### config.mk
export PLATFORM = sky130hd
export DESIGN_NAME = lpht_mod
export DESIGN_NICKNAME = d
export VERILOG_FILES = /design/src/rtl/lpht_pkg.sv /design/src/rtl/lpht_mod.sv
export SDC_FILE = /design/constraint.sdc
export NUM_CORES = 1
export LEC_CHECK = 0
export ABC_AREA = 1
export BUFFER_PORTS_ARGS = -buffer_cell sky130_fd_sc_hd__buf_2
export CAP_MARGIN = 20
export CORE_MARGIN = 10
export CORE_UTILIZATION = 63
export CTS_BUF_LIST = sky130_fd_sc_hd__clkbuf_8
export CTS_CLUSTER_DIAMETER = 60
export CTS_CLUSTER_SIZE = 40
export DETAILED_ROUTE_END_ITERATION = 6
export PLACE_DENSITY_LB_ADDON = 0.08
export SETUP_SLACK_MARGIN = 0.15
export SLEW_MARGIN = 30
export SYNTH_ARGS = -nofsm -noshare
export SYNTH_HDL_FRONTEND = slang
export SYNTH_SLANG_ARGS = --single-unit
### constraint.sdc
create_clock -name i_clk -period 6.51 [get_ports i_clk]
set_clock_uncertainty 0.1 [all_clocks]
set_input_delay 0.3255 -clock i_clk [delete_from_list [all_inputs] [get_ports i_clk]]
set_output_delay 0.3255 -clock i_clk [all_outputs]
set_load 0.01 [all_outputs]
### src/rtl/lpht_pkg.sv
`default_nettype none
package lpht_pkg;

    localparam int MAX_SLOTS_DEF = 256;

    // Status codes
    localparam logic [2:0] ST_INSERTED = 3'd0;
    localparam logic [2:0] ST_GROWN    = 3'd1;
    localparam logic [2:0] ST_BLOCKED  = 3'd2;
    localparam logic [2:0] ST_FULL     = 3'd3;
    localparam logic [2:0] ST_FOUND    = 3'd4;
    localparam logic [2:0] ST_NOTFOUND = 3'd5;

    localparam logic REQ_INSERT = 1'b0;
    localparam logic REQ_SEARCH = 1'b1;

    // Register indexes
    localparam int REG_START_SIZE = 0;
    localparam int REG_LOAD_LIMIT = 1;

    localparam logic [8:0] START_SIZE_RST = 9'd7;
    localparam logic [8:0] LOAD_LIMIT_RST = 9'd192;

    // Command to the shared remainder unit
    typedef struct packed {
        logic        start;
        logic [31:0] dividend;
        logic [16:0] divisor;
    } t_mod_req;

    typedef struct packed {
        logic        done;
        logic [16:0] rem;
    } t_mod_rsp;

endpackage
`default_nettype wire

### src/rtl/lpht_mod.sv
`default_nettype none
// Restoring remainder, one quotient bit per cycle.
module lpht_mod (
    input  wire logic              i_clk,
    input  wire logic              i_rst_n,
    input  wire lpht_pkg::t_mod_req i_req,
    output lpht_pkg::t_mod_rsp     o_rsp
);
    logic [31:0] r_num;
    logic [17:0] r_rem;
    logic [16:0] r_div;
    logic [5:0]  r_cnt;
    logic        r_busy;
    logic        r_done;
    logic [17:0] w_sh;
    logic [17:0] w_sub;

    assign w_sh  = {r_rem[16:0], r_num[31]};
    assign w_sub = w_sh - {1'b0, r_div};

    // Shift in one dividend bit, subtract when it fits
    always_ff @(posedge i_clk) begin
        if (!i_rst_n) begin
            r_busy <= 1'b0;
            r_done <= 1'b0;
            r_cnt  <= '0;
        end else begin
            r_done <= 1'b0;
            if (i_req.start) begin
                r_busy <= 1'b1;
                r_cnt  <= 6'd32;
                r_num  <= i_req.dividend;
                r_div  <= i_req.divisor;
                r_rem  <= '0;
            end else if (r_busy) begin
                r_num <= {r_num[30:0], 1'b0};
                r_rem <= w_sub[17] ? w_sh : w_sub;
                r_cnt <= r_cnt - 6'd1;
                if (r_cnt == 6'd1) begin
                    r_busy <= 1'b0;
                    r_done <= 1'b1;
                end
            end
        end
    end

    assign o_rsp.done = r_done;
    assign o_rsp.rem  = r_rem[16:0];
endmodule
`default_nettype wire

==> summary.txt, run 1 <==
Global routing
  – First-pass GRT wire length: 15700 microns
  – Initial antenna violation count: 0
  – Vias in the first global route: 3438
  – Overall global routing resource usage: 19.06%
  – Pin count of the biggest net entering global routing: 51
  – Gr ovfl total: 0

Finish
  – Final net count: 656
  – Commonest non-fill, non-tap cell in the layout: nand2_1
  – Area growth, synth to finish: 15.07%
  – Antenna cells: 0
  – Utilization after layout: 75.10%
  – Commonest cells after routing, fill and taps aside: 192 x nand2_1, 69 x buf_2, 68 x inv_1, 66 x edfxtp_1, 61 x nor2_1
  – Final Non-Filler Cells: 666
  – Layout cells sized above 1: 17.83%

Clock tree
  – Number of buffers created by CTS: 9
  – Longest Clk Path Bufs: 2
  – Worst-Skew Late Latency: 0.35 ns
  – Hold_buf cts: 0
  – Clock-pin slew on the worst setup and hold paths: 0.09 ns
  – Clk root buf: clkbuf_8
  – # resized after CTS: 0
  – Total clock sinks: 74
  – # H-tree levels: 3
  – CTS tree: done
  – Post-CTS setup buffers: 0

Routing
  – Post-route ant nets: 0
  – DR WL/cell: 14.04 microns
  – Via count: 3383
  – # DRC: 0
  – Detailed Route WL: 9351 microns
  – Vias per Instance: 5.080
  – Initial DRT Pass Iterations: 4
  – Number of DRC markers in iteration 0: 159

Placement
  – Dpl hpwl: 6605 microns
  – Worst slack, placed: 3.989 ns
  – Placed Instances: 650
  – PortBufs: 69
  – Placer Congestion: 0.8940

Logic synthesis
  – Post-synth top area cell: edfxtp_1
  – Register bit total from synthesis: 74
  – Synth cell types: 32
  – Synth top area share: 47.28%
  – Avg Inst Size Synth: 8.139 sq um
  – Syn. warnings: 0
  – Seq/Total Area, Yosys: 51.10%
  – Synth Instances: 515
  – Synth Net Count: 587
  – Synth top area cells: edfxtp_1 47%, nand2_1 17%, inv_1 6.1%
  – Cell Area, Synth: 0.004192 sq mm

Power and ir drop
  – Leakage power: 2.460 nW
  – Power density over the cells: 294.5 mW/mm^2
  – Max VDD drop: 0.1965 mV

STA
  – Final Hold Viols: 0
  – Setup TNS: 0 ns
  – Period minus WS final: 2.543 ns
  – Worst Tran Pin Value: 0.7980 ns
  – Final Max Tran Viols: 0
  – Slew headroom: 46.74%
  – Setup violators final: 0
  – Hold_ws: 0.04401 ns
  – Unrepaired setup endpoints after global routing: no
  – Period utilization: 39.07%
  – Final setup margin: 3.967 ns
  – Fmax achieved: 393.2 MHz

Die
  – Site Rows: 29
  – Die Width: 101.6 microns
  – I/O Pins: 70
  – Die area: 0.01032 sq mm
  – Starting Density: 65.26%
  – Die height: 101.6 microns
  – Core ar.: 0.006422 sq mm

Critical path
  – Crit start category: register
  – R2R Path Start: r_rem[7]
  – CP Capture Type: register
  – Register-to-Register Path Depth: 11
  – CP Launch Point: r_rem[7]
  – CP arrival: 2.56 ns
  – Worst setup path class: reg2reg
  – Worst EP required: 6.52 ns
  – CP max FO: 15

Worst hold path
  – Worst hold path class: in2reg
  – Hold path start: i_req[11]
  – Hold Crit Depth: 1

Outcome
  – Status: finished, final reports clean

Run
  – Max Cap Viol: 0
flip-flops by register name, summed over array words and instances (netlist names):
name    cells
r_div      17
r_cnt       6
r_num      32
r_done      1
r_rem      17
r_busy      1
metal layers:
metal | global-route usage (%) | part of all wire [%] | vias up
li1 | - | - | 1765
met1 | 22.62 | 43 | 1502
met2 | 32.21 | 49 | 102
met3 | 4.289 | 5.7 | 14
met4 | 8.801 | 1.9 | 0
met5 | 0 | 0 | -
per-stage QoR:
step	area (sq um)	total power, W
after CTS	4823	0.001427
final	4823	0.001420
after floorplan	4192	0.0008926
after global routing	4823	0.001504
after global placement	4583	0.0009821
after detailed placement	4583	0.0009902
synth_stat cells, drive strengths merged:
master and number:
a211oi 1, a21boi 1, a21oi 12, a31oi 1, buf 7, clkbuf 6, dfxtp 8, edfxtp 66
fa 1, ha 19, inv 71, nand2 200, nand3 34, nand4 1, nor2 64, nor3 5
nor4 1, o21a 1, o21ai 6, o21bai 1, xnor2 1, xor2 8
cell families after synthesis:
group	after synthesis	synth area share, %
AND/OR/NAND/NOR	305	29.79
buffers and inverters	84	7.970
flip-flops	74	51.10
AO/OA/AOI/OAI	23	3.105
adder cells (fa/ha/maj)	20	6.149
XOR/XNOR	9	1.881
where the power goes:
| part | switching [W] | internal (W) |
|---|---|---|
| clock | 0.000183 | 0.000255 |
| combinational | 0.000244 | 0.000135 |
| sequential | 0.0000256 | 0.000578 |
| total | 0.000452 | 0.000968 |
worst max-delay path, cell delays in order (launching register included):
cell,delay [ns]
edfxtp_1,0.47
ha_1,0.40
nand2_2,0.15
inv_2,0.04
a21oi_2,0.17
nand3_2,0.15
nand2_2,0.13
nand2_2,0.07
nand2_2,0.27
nand2_1,0.16
nor2_1,0.13
nor2_1,0.05
layout make-up:
| type | count | area (sq um) |
|---|---|---|
| clock buffer | 9 | 123.9 |
| clock inverter | 7 | 116.4 |
| fill | 500 | 1599 |
| inverter | 71 | 266.5 |
| multi-input combinational | 357 | 1718 |
| sequential | 74 | 2142 |
| tap | 77 | 96.34 |
| timing repair buffer | 71 | 360.3 |
worst paths after layout:
| kind | to | slack (ns) |
|---|---|---|
| setup / recovery | r_rem[2] | 3.97 |
| hold / removal | r_div[11] | 0.04 |
| setup reg to reg | r_rem[2] | 3.97 |
| hold reg to reg | r_cnt[5] | 0.39 |
Note: power is estimated with default switching activity, not from simulation.
==> run 2: changes to the inputs <==
CORE_UTILIZATION = 59   (was 63)
clock period = 2.6 ns   (was 6.51 ns; I/O delays follow)
==> summary.txt, run 2 (same netlist as run 1, synthesis figures left out) <==
Routing
  – Vias per Instance: 5.155
  – DR WL/cell: 14.96 microns
  – Number of DRC markers in iteration 0: 209
  – Initial DRT Pass Iterations: 5
  – Post-route ant nets: 0
  – Detailed Route WL: 11070 microns
  – Via count: 3815
  – # DRC: 0

STA
  – Final Hold Viols: 0
  – Final setup margin: 0.3073 ns
  – Setup violators final: 0
  – Final Max Tran Viols: 0
  – Worst Tran Pin Value: 0.7478 ns
  – Setup TNS: 0 ns
  – Fmax achieved: 436.2 MHz
  – Unrepaired setup endpoints after global routing: yes
  – Slew headroom: 50.09%
  – Period utilization: 88.18%
  – Period minus WS final: 2.293 ns

Critical path
  – R2R Path Start: r_rem[3]
  – CP Launch Point: r_rem[3]
  – Max incr delay on CP: 0.47 ns
  – CP Capture Type: register
  – CP arrival: 2.30 ns
  – Critical path's top delay family: simple AND/OR/NAND/NOR gates
  – Worst EP required: 2.61 ns
  – CP max FO: 14
  – Worst setup path class: reg2reg
  – CP Buf/Inv Count: 0
  – Crit start category: register
  – CP max-delay cell: edfxtp_1
  – Critical-path cell list: ha_4 -> a21oi_1 -> nand2_1 -> nand2_1 -> nand3_2 -> nand2_2 -> nand2_2 -> nand2_4 -> nand2_8 -> nor2_1 -> nor2_1

Worst hold path
  – Worst hold path class: in2reg
  – Hold path start: i_req[49]

Global routing
  – Vias in the first global route: 3812
  – Initial antenna violation count: 0
  – Gr ovfl total: 0
  – First-pass GRT wire length: 18150 microns
  – Pin count of the biggest net entering global routing: 36
  – Overall global routing resource usage: 20.24%

Placement
  – Placer Congestion: 0.9124
  – PortBufs: 69
  – Worst slack, placed: 0.1665 ns
  – Placed Instances: 673
  – Dpl hpwl: 6637 microns

Clock tree
  – Number of buffers created by CTS: 9
  – Clk root buf: clkbuf_8
  – Clock-pin slew on the worst setup and hold paths: 0.08 ns
  – Worst-Skew Late Latency: 0.35 ns
  – CTS tree: done
  – Total clock sinks: 74
  – # H-tree levels: 3
  – Longest Clk Path Bufs: 2

Finish
  – Most flops, register: r_num
  – Utilization after layout: 79.84%
  – Commonest cells after routing, fill and taps aside: 191 x nand2_1, 69 x inv_1, 69 x buf_2, 66 x edfxtp_1, 61 x nor2_1
  – Max FFs per register: 32
  – Antenna cells: 0
  – Commonest non-fill, non-tap cell in the layout: nand2_1
  – Final Non-Filler Cells: 740
  – Final net count: 711
  – Biggest regs: r_num: 32 flops, r_div: 17 flops, r_rem: 17 flops
  – Layout cells sized above 1: 18.63%
  – Area growth, synth to finish: 30.12%

Power and ir drop
  – Leakage power: 2.667 nW
  – Final Power: 0.003423 W
  – Power density over the cells: 627.6 mW/mm^2
  – Max VDD drop: 0.3676 mV

Die
  – Site Rows: 30
  – Starting Density: 61.36%
  – I/O Pins: 70
  – Core ar.: 0.006832 sq mm
  – Die height: 104.3 microns
  – Die Width: 104.3 microns
  – Die area: 0.01088 sq mm

Run
  – Max Cap Viol: 0

Outcome
  – Status: finished, final reports clean
## run 2: power by group
part	switching (W)	internal (W)
sequential	0.0000745	0.00145
clock	0.000447	0.000344
combinational	0.000663	0.000446
## run 2: per-stage QoR
step / cell area, sq um / hold WS [ns]
5_1_grt: 5454 / 0.2593
3_5_place_dp: 4637 / 0.2087
2_1_floorplan: 4192 / 0.1289
4_1_cts: 5306 / 0.2115
3_3_place_gp: 4637 / 0.2059
6_report: 5454 / 0.2337
## run 2: layout make-up
| type | count | area, sq um |
|---|---|---|
| flip-flops and latches | 74 | 2142 |
| multi-input cells | 357 | 1858 |
| fillers | 419 | 1378 |
| repair buffers | 126 | 898.4 |
| inverters | 71 | 266.5 |
| clock buffers | 9 | 123.9 |
| well taps | 96 | 120.1 |
| clock inverters | 7 | 45.04 |
## run 2: worst paths after layout
path / slack, ns / end / cells after the start
worst max register to register: 0.31 / r_rem[5] / 11
worst min-delay path: 0.23 / r_done / 3
worst max-delay path: 0.31 / r_rem[5] / 11
worst min register to register: 0.40 / r_cnt[3] / 2
## run 2: tightest hold or removal path, cell delays in order
cell and delay [ns]:
buf_2 0.09, buf_4 0.32, nor3_1 0.10
## run 2: what timing repair did
action | CTS | global route
gates resized for setup | 0 | 18
endpoints found under the hold margin | 51 | 0
setup buffers | 0 | 1
endpoints found under the setup margin | 0 | 17
hold buffers | 50 | 0
## run 2: metal layers
metal,global-route usage [%],wire length (microns)
met1,22.54,4348
met2,34.33,5589
met3,7.001,825
met4,8.350,308
met5,0,0
==> run 3: changes to the inputs <==
ABC_AREA = default   (was 1)
CORE_UTILIZATION = 58   (was 59)
SLEW_MARGIN = 20   (was 30)
==> summary.txt, run 3 <==
Finish
  – Biggest regs: r_num: 32 flops, r_div: 17 flops, r_rem: 17 flops
  – Most flops, register: r_num
  – Commonest cells after routing, fill and taps aside: 69 x buf_2, 66 x edfxtp_1, 47 x dlygate4sd3_1, 38 x buf_4, 31 x mux2_2
  – Layout cells sized above 1: 43.54%
  – Max FFs per register: 32
  – Antenna cells: 0
  – Commonest non-fill, non-tap cell in the layout: buf_2
  – Area growth, synth to finish: 42.43%
  – Final net count: 570
  – Fillers: 359

Routing
  – Vias per Instance: 5.696
  – Via count: 3412
  – Detailed Route WL: 11640 microns
  – # DRC: 0
  – Number of DRC markers in iteration 0: 208
  – DR WL/cell: 19.44 microns
  – Post-route ant nets: 0
  – Initial DRT Pass Iterations: 5

Global routing
  – Initial antenna violation count: 0
  – Vias in the first global route: 3602
  – Gr ovfl total: 0
  – Pin count of the biggest net entering global routing: 28
  – Overall global routing resource usage: 20.63%
  – First-pass GRT wire length: 18330 microns

Placement
  – Dpl hpwl: 7032 microns
  – Placer Congestion: 0.9871
  – PortBufs: 69

Critical path
  – Crit start category: register
  – Max incr delay on CP: 0.42 ns
  – CP Capture Type: register
  – CP arrival: 2.54 ns
  – Critical path's top delay family: simple AND/OR/NAND/NOR gates
  – CP max-delay cell: edfxtp_1
  – Worst setup path class: reg2reg
  – CP max FO: 7
  – Critical-path cell list: ha_1 -> or2b_4 -> a21oi_4 -> o2111ai_4 -> and4_4 -> or2_4 -> buf_6 -> a31o_2
  – CP Buf/Inv Count: 1
  – Worst EP required: 2.62 ns

STA
  – Period minus WS final: 2.521 ns
  – Period utilization: 96.97%
  – Hold_ws: -0.001954 ns
  – Final Hold Viols: 2
  – Fmax achieved: 396.6 MHz
  – Worst Tran Pin Value: 0.5972 ns
  – Unrepaired setup endpoints after global routing: yes
  – Slew headroom: 60.14%
  – Final Max Tran Viols: 0
  – Setup TNS: 0 ns
  – Setup violators final: 0

Die
  – I/O Pins: 70
  – Site Rows: 30
  – Core ar.: 0.006869 sq mm
  – Die height: 104.3 microns
  – Starting Density: 60.05%
  – Die Width: 104.3 microns
  – Die area: 0.01089 sq mm

Logic synthesis
  – Synth top area cells: edfxtp_1 48%, mux2_2 8.5%, ha_1 5.8%
  – Synth Instances: 340
  – Multiplexer area fraction after synthesis: 8.948%
  – Post-synth top area cell: edfxtp_1
  – Synth Area in Adders: 6.248%
  – Post-synth EDFFs: 66
  – Avg Inst Size Synth: 12.13 sq um
  – Synth cell count leaders: 66 x edfxtp_1, 31 x mux2_2, 23 x inv_1, 20 x a21oi_1, 19 x ha_1
  – Seq/Total Area, Yosys: 51.93%
  – Synth top area share: 48.04%
  – Cell Area, Synth: 0.004125 sq mm
  – Compound-gate portion of the synthesized area: 14.23%
  – Most used DFF post-synth: edfxtp_1
  – Synth Area in XOR/XNOR: 3.397%
  – Register bit total from synthesis: 74
  – Largest family of logic cells by synthesized area: compound AO/OA/AOI/OAI gates
  – Synth Net Count: 412
  – Post-synthesis simple-gate area fraction: 9.797%
  – Synth cell types: 63
  – Most frequent cell after synthesis: edfxtp_1
  – Asr flop ratio synth: 0%
  – Syn. warnings: 0

Outcome
  – Status: complete, but fails checks
  – Violated checks: negative hold slack

Clock tree
  – Clock-pin slew on the worst setup and hold paths: 0.09 ns
  – # H-tree levels: 3
  – Worst-Skew Late Latency: 0.37 ns
  – Longest Clk Path Bufs: 2
  – Clk root buf: clkbuf_8
  – Total clock sinks: 74
  – Number of buffers created by CTS: 9
  – CTS tree: done

Worst hold path
  – Worst hold path class: in2reg

Power and ir drop
  – Final Power: 0.003703 W
  – Leakage power: 2.339 nW
  – Max VDD drop: 0.4787 mV
  – Power density over the cells: 630.2 mW/mm^2

Run
  – Max Cap Viol: 0
run 3: changes by cell type after synthesis, sizes merged, moves of 5 or more:
cell    delta
o31ai      +5
xnor2      +8
or3        +6
mux2      +31
o21ai      +7
a21o       +5
nand2b     +5
nand2    -183
nor2      -45
buf        +8
a21oi     +11
o211ai     +8
inv       -48
nand3     -32
run 3: report_power, final:
group,switching [W],internal (W)
sequential,0.0000588,0.00142
clock,0.000487,0.000547
combinational,0.000590,0.000604
total,0.00114,0.00257
run 3: path summary, 6_finish.rpt:
kind | startpoint | slack, ns | to | cells past startpoint
min reg2reg | r_cnt[1] | 0.39 | r_cnt[1] | 2
min | i_req[20] | -0.002 | r_num[3] | 2
max | r_rem[0] | 0.08 | r_rem[5] | 8
max reg2reg | r_rem[0] | 0.08 | r_rem[5] | 8
run 3: what timing repair did:
action,CTS,global route
resized for setup,25,36
endpoints found under the setup margin,12,17
buffers inserted,14,7
hold buffers,47,0
endpoints found under the hold margin,47,0
pin swaps,18,15
run 3: per-stage QoR:
stage          area, sq um  std cells  utilization, %  hold slack [ns]  setup slack (ns)
5_1_grt               5876        599           85.54         0.001367           0.01532
4_1_cts               5657        592           82.35        0.0007104            0.1145
2_1_floorplan         4129        340               -           0.1289            0.1549
6_report              5876        599           85.54        -0.001954           0.07879
3_3_place_gp          4679        515           68.12           0.2065           0.04314
3_5_place_dp          4679        515           68.12           0.2083           0.04122
run 3: per-layer routing:
metal	up-vias	track usage, %	share of wire, %
met1	1640	23.12	38
met5	-	0	0
met4	0	7.853	2.5
li1	1587	-	-
met2	152	36.03	52
met3	33	5.886	7.4
run 3: area by class of cell:
cell class,count,area [sq um],share of cell area (%)
flip-flops and latches,74,2142,36.46
multi-input cells,225,2069,35.22
repair buffers,165,1234,21.00
clock buffers,9,123.9,2.108
well taps,96,120.1,2.044
clock inverters,7,100.1,1.704
inverters,23,86.33,1.469
run 3: cell families (layout without fill, tap and decap cells):
logic type               Yosys count  after routing
AO/OA/AOI/OAI                     81             81
XOR/XNOR                          16             16
AND/OR/NAND/NOR                   75             75
flip-flops                        74             74
adder cells (fa/ha/maj)           20             20
buffers and inverters             41            204
multiplexers                      33             33
